<file path="src/rtl/core/stsp_pkg.sv">
`default_nettype none
// ----------------------------------------------------------------------------
// stsp_pkg: shared types and constants of the sub-page table slot pool
// Word layouts of both channels, the search token that walks the cell chain,
// the command group from the controller to the cells and the status codes.
// ----------------------------------------------------------------------------
package stsp_pkg;

    // defaults for the top level parameters
    localparam int unsigned POOL_PAGES_DEF     = 16;
    localparam int unsigned SLOTS_PER_PAGE_DEF = 4;

    // fixed field widths and address geometry
    localparam int unsigned FRAME_W    = 20;
    localparam int unsigned ADDR_W     = 32;
    localparam int unsigned PAGE_SHIFT = 12;
    localparam int unsigned SLOT_SHIFT = 10;
    localparam int unsigned SLOT_BYTES = 1024;

    // operation codes
    localparam logic OP_ALLOC = 1'b0;
    localparam logic OP_FREE  = 1'b1;

    // status codes
    localparam logic [1:0] STATUS_OK      = 2'd0;
    localparam logic [1:0] STATUS_NO_MEM  = 2'd1;
    localparam logic [1:0] STATUS_FULL    = 2'd2;
    localparam logic [1:0] STATUS_IGNORED = 2'd3;

    typedef struct packed {
        logic                operation;
        logic [ADDR_W-1:0]   free_address;
        logic [FRAME_W-1:0]  spare_frame;
    } in_word_t;

    typedef struct packed {
        logic [1:0]          status;
        logic [ADDR_W-1:0]   slot_address;
        logic                spare_taken;
        logic                frame_released;
        logic [FRAME_W-1:0]  released_frame;
    } out_word_t;

    // search token handed from cell to cell, newest entry first
    typedef struct packed {
        logic                active;
        logic                found;
        logic                dropped;
        logic [ADDR_W-1:0]   slot_address;
        logic                released;
        logic [FRAME_W-1:0]  released_frame;
    } token_t;

    // commands broadcast to every cell
    typedef struct packed {
        logic                insert;
        logic                compact;
    } cmd_t;

    // byte address of the first slot of a page
    function automatic logic [ADDR_W-1:0] page_base(input logic [FRAME_W-1:0] frame);
        page_base = {frame, {PAGE_SHIFT{1'b0}}};
    endfunction

endpackage
`default_nettype wire

</file>
<file path="src/rtl/core/subpage_table_slot_pool.sv">
`default_nettype none
// ----------------------------------------------------------------------------
// subpage_table_slot_pool: allocator of 1 KB table slots packed into pages
// Top level with the request controller and the chain of page entry cells.
// ----------------------------------------------------------------------------
// The pool keeps up to POOL_PAGES page entries in a chain of cells ordered
// from newest (cell 0) to oldest. Each request word is held while a search
// token walks the chain, one cell per clock; the result word is registered once
// the token has left the last cell and the output register is free, and the next
// word is accepted in the cycle after the result is produced. A free of address
// zero skips the search. New pages enter at the head and shift the chain by one,
// emptied pages leave and the older entries move up by one, both at the edge
// that registers the result word. A finished result sits in the output register,
// so a new request word can be taken while it waits.
// ----------------------------------------------------------------------------
module subpage_table_slot_pool #(
    parameter int unsigned POOL_PAGES     = stsp_pkg::POOL_PAGES_DEF,
    parameter int unsigned SLOTS_PER_PAGE = stsp_pkg::SLOTS_PER_PAGE_DEF
) (
    input  logic                 aclk,
    input  logic                 aresetn,
    input  logic                 s_valid,
    output logic                 s_ready,
    input  stsp_pkg::in_word_t   s_data,
    output logic                 m_valid,
    input  logic                 m_ready,
    output stsp_pkg::out_word_t  m_data
);
    import stsp_pkg::*;

    typedef enum logic [1:0] {
        ST_IDLE,
        ST_SCAN,
        ST_FINISH
    } state_t;

    state_t    state_reg;
    in_word_t  req_reg;
    logic      start_reg;
    token_t    res_reg;
    logic      m_valid_reg;
    out_word_t m_data_reg;

    token_t                    tok_chain [POOL_PAGES+1];
    logic                      cell_live [POOL_PAGES];
    logic [FRAME_W-1:0]        cell_frame [POOL_PAGES];
    logic [SLOTS_PER_PAGE-1:0] cell_mask [POOL_PAGES];

    cmd_t      cmd;
    out_word_t res_word;
    logic      emit;
    logic      insert_hit;
    logic      compact_hit;

    // token enters the newest cell in the same cycle the request is first held
    always_comb begin
        tok_chain[0]        = '0;
        tok_chain[0].active = start_reg;
    end

    // chain of entry cells
    for (genvar i = 0; i < POOL_PAGES; i++) begin : g_cell
        logic                      p_live, n_live;
        logic [FRAME_W-1:0]        p_frame, n_frame;
        logic [SLOTS_PER_PAGE-1:0] p_mask, n_mask;

        if (i == 0) begin : g_head
            assign p_live  = 1'b1;
            assign p_frame = req_reg.spare_frame;
            assign p_mask  = SLOTS_PER_PAGE'(1);
        end else begin : g_body
            assign p_live  = cell_live[i-1];
            assign p_frame = cell_frame[i-1];
            assign p_mask  = cell_mask[i-1];
        end

        if (i == POOL_PAGES - 1) begin : g_tail
            assign n_live  = 1'b0;
            assign n_frame = '0;
            assign n_mask  = '0;
        end else begin : g_link
            assign n_live  = cell_live[i+1];
            assign n_frame = cell_frame[i+1];
            assign n_mask  = cell_mask[i+1];
        end

        stsp_cell #(
            .SLOTS_PER_PAGE(SLOTS_PER_PAGE)
        ) u_cell (
            .aclk       (aclk),
            .aresetn    (aresetn),
            .req        (req_reg),
            .cmd        (cmd),
            .tok_in     (tok_chain[i]),
            .tok_out    (tok_chain[i+1]),
            .prev_live  (p_live),
            .prev_frame (p_frame),
            .prev_mask  (p_mask),
            .next_live  (n_live),
            .next_frame (n_frame),
            .next_mask  (n_mask),
            .live       (cell_live[i]),
            .frame      (cell_frame[i]),
            .mask       (cell_mask[i])
        );
    end

    assign emit = (state_reg == ST_FINISH) && (!m_valid_reg || m_ready);

    // result word and chain command from the search outcome
    always_comb begin
        res_word    = '0;
        insert_hit  = 1'b0;
        compact_hit = 1'b0;
        if (req_reg.operation == OP_ALLOC) begin
            if (res_reg.found) begin
                res_word.status       = STATUS_OK;
                res_word.slot_address = res_reg.slot_address;
            end else if (req_reg.spare_frame == '0) begin
                res_word.status = STATUS_NO_MEM;
            end else if (cell_live[POOL_PAGES-1]) begin
                res_word.status = STATUS_FULL;
            end else begin
                res_word.status       = STATUS_OK;
                res_word.slot_address = page_base(req_reg.spare_frame);
                res_word.spare_taken  = 1'b1;
                insert_hit            = 1'b1;
            end
        end else begin
            if (req_reg.free_address == '0 || !res_reg.found) begin
                res_word.status = STATUS_IGNORED;
            end else begin
                res_word.status         = STATUS_OK;
                res_word.frame_released = res_reg.released;
                res_word.released_frame = res_reg.released_frame;
                compact_hit             = res_reg.dropped;
            end
        end
        cmd.insert  = emit && insert_hit;
        cmd.compact = emit && compact_hit;
    end

    // request controller and output register
    always_ff @(posedge aclk) begin
        if (!aresetn) begin
            state_reg   <= ST_IDLE;
            start_reg   <= 1'b0;
            m_valid_reg <= 1'b0;
        end else begin
            // token launch in the cycle after a searching word is taken
            start_reg <= (state_reg == ST_IDLE) && s_valid &&
                         !(s_data.operation == OP_FREE && s_data.free_address == '0);
            if (emit) begin
                m_valid_reg <= 1'b1;
            end else if (m_ready) begin
                m_valid_reg <= 1'b0;
            end
            unique case (state_reg)
                ST_IDLE: begin
                    if (s_valid) begin
                        req_reg <= s_data;
                        res_reg <= '0;
                        if (s_data.operation == OP_FREE && s_data.free_address == '0) begin
                            state_reg <= ST_FINISH;
                        end else begin
                            state_reg <= ST_SCAN;
                        end
                    end
                end
                ST_SCAN: begin
                    if (tok_chain[POOL_PAGES].active) begin
                        res_reg   <= tok_chain[POOL_PAGES];
                        state_reg <= ST_FINISH;
                    end
                end
                ST_FINISH: begin
                    if (emit) begin
                        m_data_reg <= res_word;
                        state_reg  <= ST_IDLE;
                    end
                end
                default: begin
                    state_reg <= ST_IDLE;
                end
            endcase
        end
    end

    assign s_ready = (state_reg == ST_IDLE);
    assign m_valid = m_valid_reg;
    assign m_data  = m_data_reg;

    // one word in flight at a time
    assert property (@(posedge aclk) disable iff (!aresetn)
        (s_valid && s_ready) |=> !s_ready)
        else $error("request accepted while another is in flight");

    // token leaves the chain only during a search
    assert property (@(posedge aclk) disable iff (!aresetn)
        tok_chain[POOL_PAGES].active |-> (state_reg == ST_SCAN))
        else $error("search token left the chain outside a search");

    // insert and compaction never together
    assert property (@(posedge aclk) disable iff (!aresetn)
        !(cmd.insert && cmd.compact))
        else $error("insert and compaction issued together");

    // the oldest entry, when live, always has a slot in use and a nonzero frame
    assert property (@(posedge aclk) disable iff (!aresetn)
        cell_live[POOL_PAGES-1] |-> (cell_mask[POOL_PAGES-1] != '0))
        else $error("live entry with empty used mask");

    assert property (@(posedge aclk) disable iff (!aresetn)
        cell_live[POOL_PAGES-1] |-> (cell_frame[POOL_PAGES-1] != '0))
        else $error("live entry with frame zero");

    // a taken spare frame always comes with a good status
    assert property (@(posedge aclk) disable iff (!aresetn)
        (m_valid_reg && m_data_reg.spare_taken) |-> (m_data_reg.status == STATUS_OK))
        else $error("spare frame taken without ok status");

endmodule
`default_nettype wire

</file>
<file path="src/rtl/core/stsp_cell.sv">
`default_nettype none
// ----------------------------------------------------------------------------
// stsp_cell: one page entry of the slot pool chain
// Holds a frame number, a used mask and a live flag. The search token passes
// through one cell per cycle; the first matching cell claims or frees a slot.
// On insert the cell takes its younger neighbour's entry, on compaction the
// cells from the dropped entry onwards take their older neighbour's entry.
// ----------------------------------------------------------------------------
module stsp_cell #(
    parameter int unsigned SLOTS_PER_PAGE = stsp_pkg::SLOTS_PER_PAGE_DEF
) (
    input  logic                          aclk,
    input  logic                          aresetn,
    input  stsp_pkg::in_word_t            req,
    input  stsp_pkg::cmd_t                cmd,
    input  stsp_pkg::token_t              tok_in,
    output stsp_pkg::token_t              tok_out,
    input  logic                          prev_live,
    input  logic [stsp_pkg::FRAME_W-1:0]  prev_frame,
    input  logic [SLOTS_PER_PAGE-1:0]     prev_mask,
    input  logic                          next_live,
    input  logic [stsp_pkg::FRAME_W-1:0]  next_frame,
    input  logic [SLOTS_PER_PAGE-1:0]     next_mask,
    output logic                          live,
    output logic [stsp_pkg::FRAME_W-1:0]  frame,
    output logic [SLOTS_PER_PAGE-1:0]     mask
);
    import stsp_pkg::*;

    localparam int unsigned SLOT_W = $clog2(SLOTS_PER_PAGE);
    localparam logic [ADDR_W-1:0] PAGE_SPAN = ADDR_W'(SLOTS_PER_PAGE * SLOT_BYTES);

    logic                      live_reg, live_next;
    logic [FRAME_W-1:0]        frame_reg, frame_next;
    logic [SLOTS_PER_PAGE-1:0] mask_reg, mask_next;
    logic                      shift_reg, shift_next;
    token_t                    tok_reg, tok_next;

    logic [ADDR_W-1:0]         base;
    logic [ADDR_W-1:0]         offset;
    logic                      in_page;
    logic [SLOT_W-1:0]         free_slot;
    logic [SLOT_W-1:0]         first_free;
    logic                      has_free;
    logic [SLOTS_PER_PAGE-1:0] set_bit;
    logic [SLOTS_PER_PAGE-1:0] clr_bit;
    logic [SLOTS_PER_PAGE-1:0] mask_freed;
    logic                      claim_alloc;
    logic                      claim_free;

    // address match and slot selection
    always_comb begin
        base      = page_base(frame_reg);
        offset    = req.free_address - base;
        in_page   = offset < PAGE_SPAN;
        free_slot = offset[SLOT_SHIFT +: SLOT_W];
        has_free  = ~&mask_reg;
        first_free = '0;
        for (int i = SLOTS_PER_PAGE - 1; i >= 0; i--) begin
            if (!mask_reg[i]) begin
                first_free = SLOT_W'(i);
            end
        end
        for (int i = 0; i < SLOTS_PER_PAGE; i++) begin
            set_bit[i] = (first_free == SLOT_W'(i));
            clr_bit[i] = (free_slot == SLOT_W'(i));
        end
        mask_freed = mask_reg & ~clr_bit;
    end

    assign claim_alloc = tok_in.active && !tok_in.found && live_reg &&
                         (req.operation == OP_ALLOC) && has_free;
    assign claim_free  = tok_in.active && !tok_in.found && live_reg &&
                         (req.operation == OP_FREE) && in_page;

    // entry update and token hand-on
    always_comb begin
        live_next  = live_reg;
        frame_next = frame_reg;
        mask_next  = mask_reg;
        shift_next = shift_reg;
        tok_next   = tok_in;

        if (claim_alloc) begin
            mask_next             = mask_reg | set_bit;
            tok_next.found        = 1'b1;
            tok_next.slot_address = base + (ADDR_W'(first_free) << SLOT_SHIFT);
        end

        if (claim_free) begin
            mask_next      = mask_freed;
            tok_next.found = 1'b1;
            if (mask_freed == '0) begin
                live_next               = 1'b0;
                shift_next              = 1'b1;
                tok_next.dropped        = 1'b1;
                tok_next.released       = 1'b1;
                tok_next.released_frame = frame_reg;
            end
        end

        // entries older than a dropped one close the gap later
        if (tok_in.active && tok_in.dropped) begin
            shift_next = 1'b1;
        end

        if (cmd.insert) begin
            live_next  = prev_live;
            frame_next = prev_frame;
            mask_next  = prev_mask;
        end

        if (cmd.compact) begin
            shift_next = 1'b0;
            if (shift_reg) begin
                live_next  = next_live;
                frame_next = next_frame;
                mask_next  = next_mask;
            end
        end
    end

    // control state
    always_ff @(posedge aclk) begin
        if (!aresetn) begin
            live_reg  <= 1'b0;
            mask_reg  <= '0;
            shift_reg <= 1'b0;
            tok_reg   <= '0;
        end else begin
            live_reg  <= live_next;
            mask_reg  <= mask_next;
            shift_reg <= shift_next;
            tok_reg   <= tok_next;
        end
    end

    // frame number, only read while live
    always_ff @(posedge aclk) begin
        frame_reg <= frame_next;
    end

    assign tok_out = tok_reg;
    assign live    = live_reg;
    assign frame   = frame_reg;
    assign mask    = mask_reg;

endmodule
`default_nettype wire

</file>
<file path="config.mk">
export PLATFORM = sky130hd
export DESIGN_NAME = subpage_table_slot_pool
export DESIGN_NICKNAME = d
export VERILOG_FILES = /design/src/rtl/core/stsp_pkg.sv /design/src/rtl/core/subpage_table_slot_pool.sv /design/src/rtl/core/stsp_cell.sv
export SDC_FILE = /design/constraint.sdc
export NUM_CORES = 2
export LEC_CHECK = 0
export BUFFER_PORTS_ARGS = -buffer_cell sky130_fd_sc_hd__clkbuf_2
export CAP_MARGIN = 20
export CELL_PAD_IN_SITES_DETAIL_PLACEMENT = 0
export CELL_PAD_IN_SITES_GLOBAL_PLACEMENT = 2
export CORE_MARGIN = 2
export CORE_UTILIZATION = 24
export DETAILED_ROUTE_END_ITERATION = 7
export PLACE_DENSITY = 0.51
export SLEW_MARGIN = 10
export SYNTH_ARGS = -nofsm -noshare
export SYNTH_HDL_FRONTEND = slang
export SYNTH_HIERARCHICAL = 1
export SYNTH_SLANG_ARGS = --single-unit
</file>
<file path="constraint.sdc">
create_clock -name aclk -period 14.5 [get_ports aclk]
set_input_delay 2.9 -clock aclk [delete_from_list [all_inputs] [get_ports aclk]]
set_output_delay 2.9 -clock aclk [all_outputs]
set_load 0.02 [all_outputs]
</file>
==> results.md <==
* Status: finished, final reports clean
* CTS resizes at 0
* H-tree Lvls at 4
* Period utilization at 38.4%
* Core Util, Final at 27.4%
* Achievable Freq at around 180 MHz
* CTS tree: done
* IO buf count at 114
* Number of top-level pins at 115
* Worst EP arrival at 6.23 ns
* Setup Viol. Count Final at 0
* Vias per cell at 5.04
* P per Cell Area at 111 nW/um2
* TritonCTS Sinks at 1480
* Crit path launch type: register
* Tmin final at 5.57 ns
* Via count at 71200
* Setup_tns at 0 ns
* HP Class: reg2reg
* Worst skew pair latency at a little under 0.9 ns
* Non-Filler Instances at 14100
* Clk buf depth at 4
* Crit end category: register
* Std cell rows at 212
* Layout cells sized above 1 at 7.36%
* Syn Area/Cell at 8.34 um2
* Vias in the first global route at 69400
* Max_cap viols at 0
* Worst-path clk slew at approximately 0.06 ns
* Drt first-iter violations at 5921
* Synth unique cells at 85
* First-pass detailed-route iteration total at 6
* DRC Markers at 0
* Antenna-violating nets left at 0
* Max FFs per register at 896
* WL/cell at 26.7 um
* Worst EP required at 15.16 ns
* Placed Cells at 13800
* Largest net degree at the start of global routing at between 100 and 150
* Clock skew at 0.0607 ns
* Nets at between 9000 and 10000
* Mapped Cells at roughly 9600
* Leak pwr at ~33 nW
* Root buf cell: clkbuf_16
* Number of fill cells in the layout at 35900
* Max-slew violations at 0
* Worst VDD drop at between 0.08 and 0.09 mV
* Syn-to-layout area delta at 14.0%
* Core box area at ~330000 um2
* Drt total wl at 377 mm
* WS Path Type: reg2reg
* Worst Path Max Fanout at 24
* Gr ovfl total at 0
* Post-CTS setup buffers at 0
* Routability congestion estimate at just over 0.8
* Unrepaired setup endpoints after global routing: no
* Final HPWL DP at 275 mm
* Register bit count reported by yosys at ~1500
* Final Hold Fails at 0
* Worst Tran Pin Value at approximately 1.2 ns
* First-pass GRT wire length at ~530 mm
* DIE WIDTH at 582 um
* Chip height at 582 um
* Main synth FF type: dfxtp_1
* Initial antenna violation count at 38
* Post-synth EDFFs at roughly 160
* Ys Warns at 6
* Die area at around 340000 um2
* Headroom to the max-slew limit at 16.6%
* Initial core utilization at between 20% and 30%
* Pwr Total at 0.0102 W
* Cell Area, Synth at ~80000 um2
* Async S/R FF share, synth at 0%
* CTS buffer count at 186
* Seq/Total Area, Yosys at 39.1%
* Hold_buf cts at 0
* Global-route total usage across every layer at 21.5%
-- layout make-up --
class / count / area [um2] / share of cell area, %
Clock buffer: 277 / 5470 / 5.99
Clock inverter: 53 / 499 / 0.547
Sequential cell: 1480 / 31300 / 34.3
Antenna cell: 12 / 30.0 / 0.0329
Timing Repair Buffer: 239 / 1590 / 1.74
Tap cell: 4387 / 5490 / 6.01
Inverter: 453 / 1700 / 1.86
Multi-Input combinational cell: 7228 / 45300 / 49.6
-- worst paths after layout --
path | startpoint | endpoint | slack (ns) | cells after the start
min reg2reg | g_cell[1].u_cell/tok_out[15] | g_cell[2].u_cell/tok_out[15] | 0.42 | 2
max reg2reg | req_reg[34] | g_cell[1].u_cell/tok_out[2] | 8.93 | 12
min | g_cell[1].u_cell/tok_out[15] | g_cell[2].u_cell/tok_out[15] | 0.42 | 2
max | req_reg[34] | g_cell[1].u_cell/tok_out[2] | 8.93 | 12
-- synth_stat cells (52+ instances only) --
cell type	instances	area (um2)
a21oi_1	694	3470
buf_1	52	195
nand2_1	1949	7320
a21boi_0	213	1600
nand4_1	56	350
ha_1	304	3800
edfxtp_1	164	4920
nor4_1	65	407
nand2b_1	72	450
a21o_1	64	480
nand3_1	138	691
and3_1	185	1160
o211ai_1	150	1130
inv_1	453	1700
o21ai_1	53	265
clkbuf_1	421	1580
mux2i_1	691	6920
and2_1	161	1010
or3_1	61	382
nor2_1	520	1950
dfxtp_1	1316	26300
nand3b_1	66	495
nor2b_1	65	407
nor3_1	109	546
o21a_1	86	646
or4_1	69	518
o21ai_0	434	2170
-- logic make-up after synthesis --
group,share of synthesized area [%]
buffers and inverters,5.01
and+or+nand+nor,21.4
AOI/OAI and AO/OA,19.5
adders and majority gates,5.15
xor gates and xnor gates,0.875
DFF,39.1
other,0.00938
muxes,8.96
-- layout by cell type, fill, tap and decap left out, drive strengths merged, types with 66 or more instances in the layout --
cell type	instances
o21ai	487
o21a	86
edfxtp	164
conb	90
nor3	118
nor2	520
nand2	1949
and3	185
inv	456
ha	304
mux2i	691
a21oi	708
or4	76
and2	161
nand3b	66
a21boi	231
clkbuf	390
nand2b	72
buf	126
nand3	138
dfxtp	1316
o211ai	150
-- power by group --
group | switching [W] | internal, W | leakage, nW
combinational | 0.000768 | 0.000401 | 17.9
sequential | 0.000156 | 0.00422 | 12.2
clock | 0.00194 | 0.00269 | 2.93
total | 0.00286 | 0.00731 | 33.0
-- stage by stage --
stage	hold slack, ns	setup slack, ns	cell area [um2]
2_1_floorplan	0.410	6.91	80400
3_3_place_gp	0.433	8.43	85200
3_5_place_dp	0.429	8.42	85300
4_1_cts	0.430	8.91	91200
5_1_grt	0.439	8.80	91300
6_report	0.424	8.93	91300
-- critical path: stages (launching register included) --
cell      delay [ns]
edfxtp_1        0.32
buf_4           0.38
buf_4           0.50
ha_1            0.39
a211oi_1        0.30
o21ai_1         0.24
a211oi_1        0.24
a21oi_1         0.11
or4b_1          0.53
or4b_1          0.54
a211oi_2        0.31
nand4_4         0.67
mux2i_1         0.74
-- per-layer routing --
metal / vias to the layer above / track usage, % / share of wire (%)
met5: - / 0 / 0
met4: 0 / 4.44 / 2.0
met3: 324 / 1.86 / 3.3
met2: 1503 / 36.6 / 48
met1: 35500 / 29.6 / 47
li1: 33900 / - / -
(Power assumes the default switching activity.)
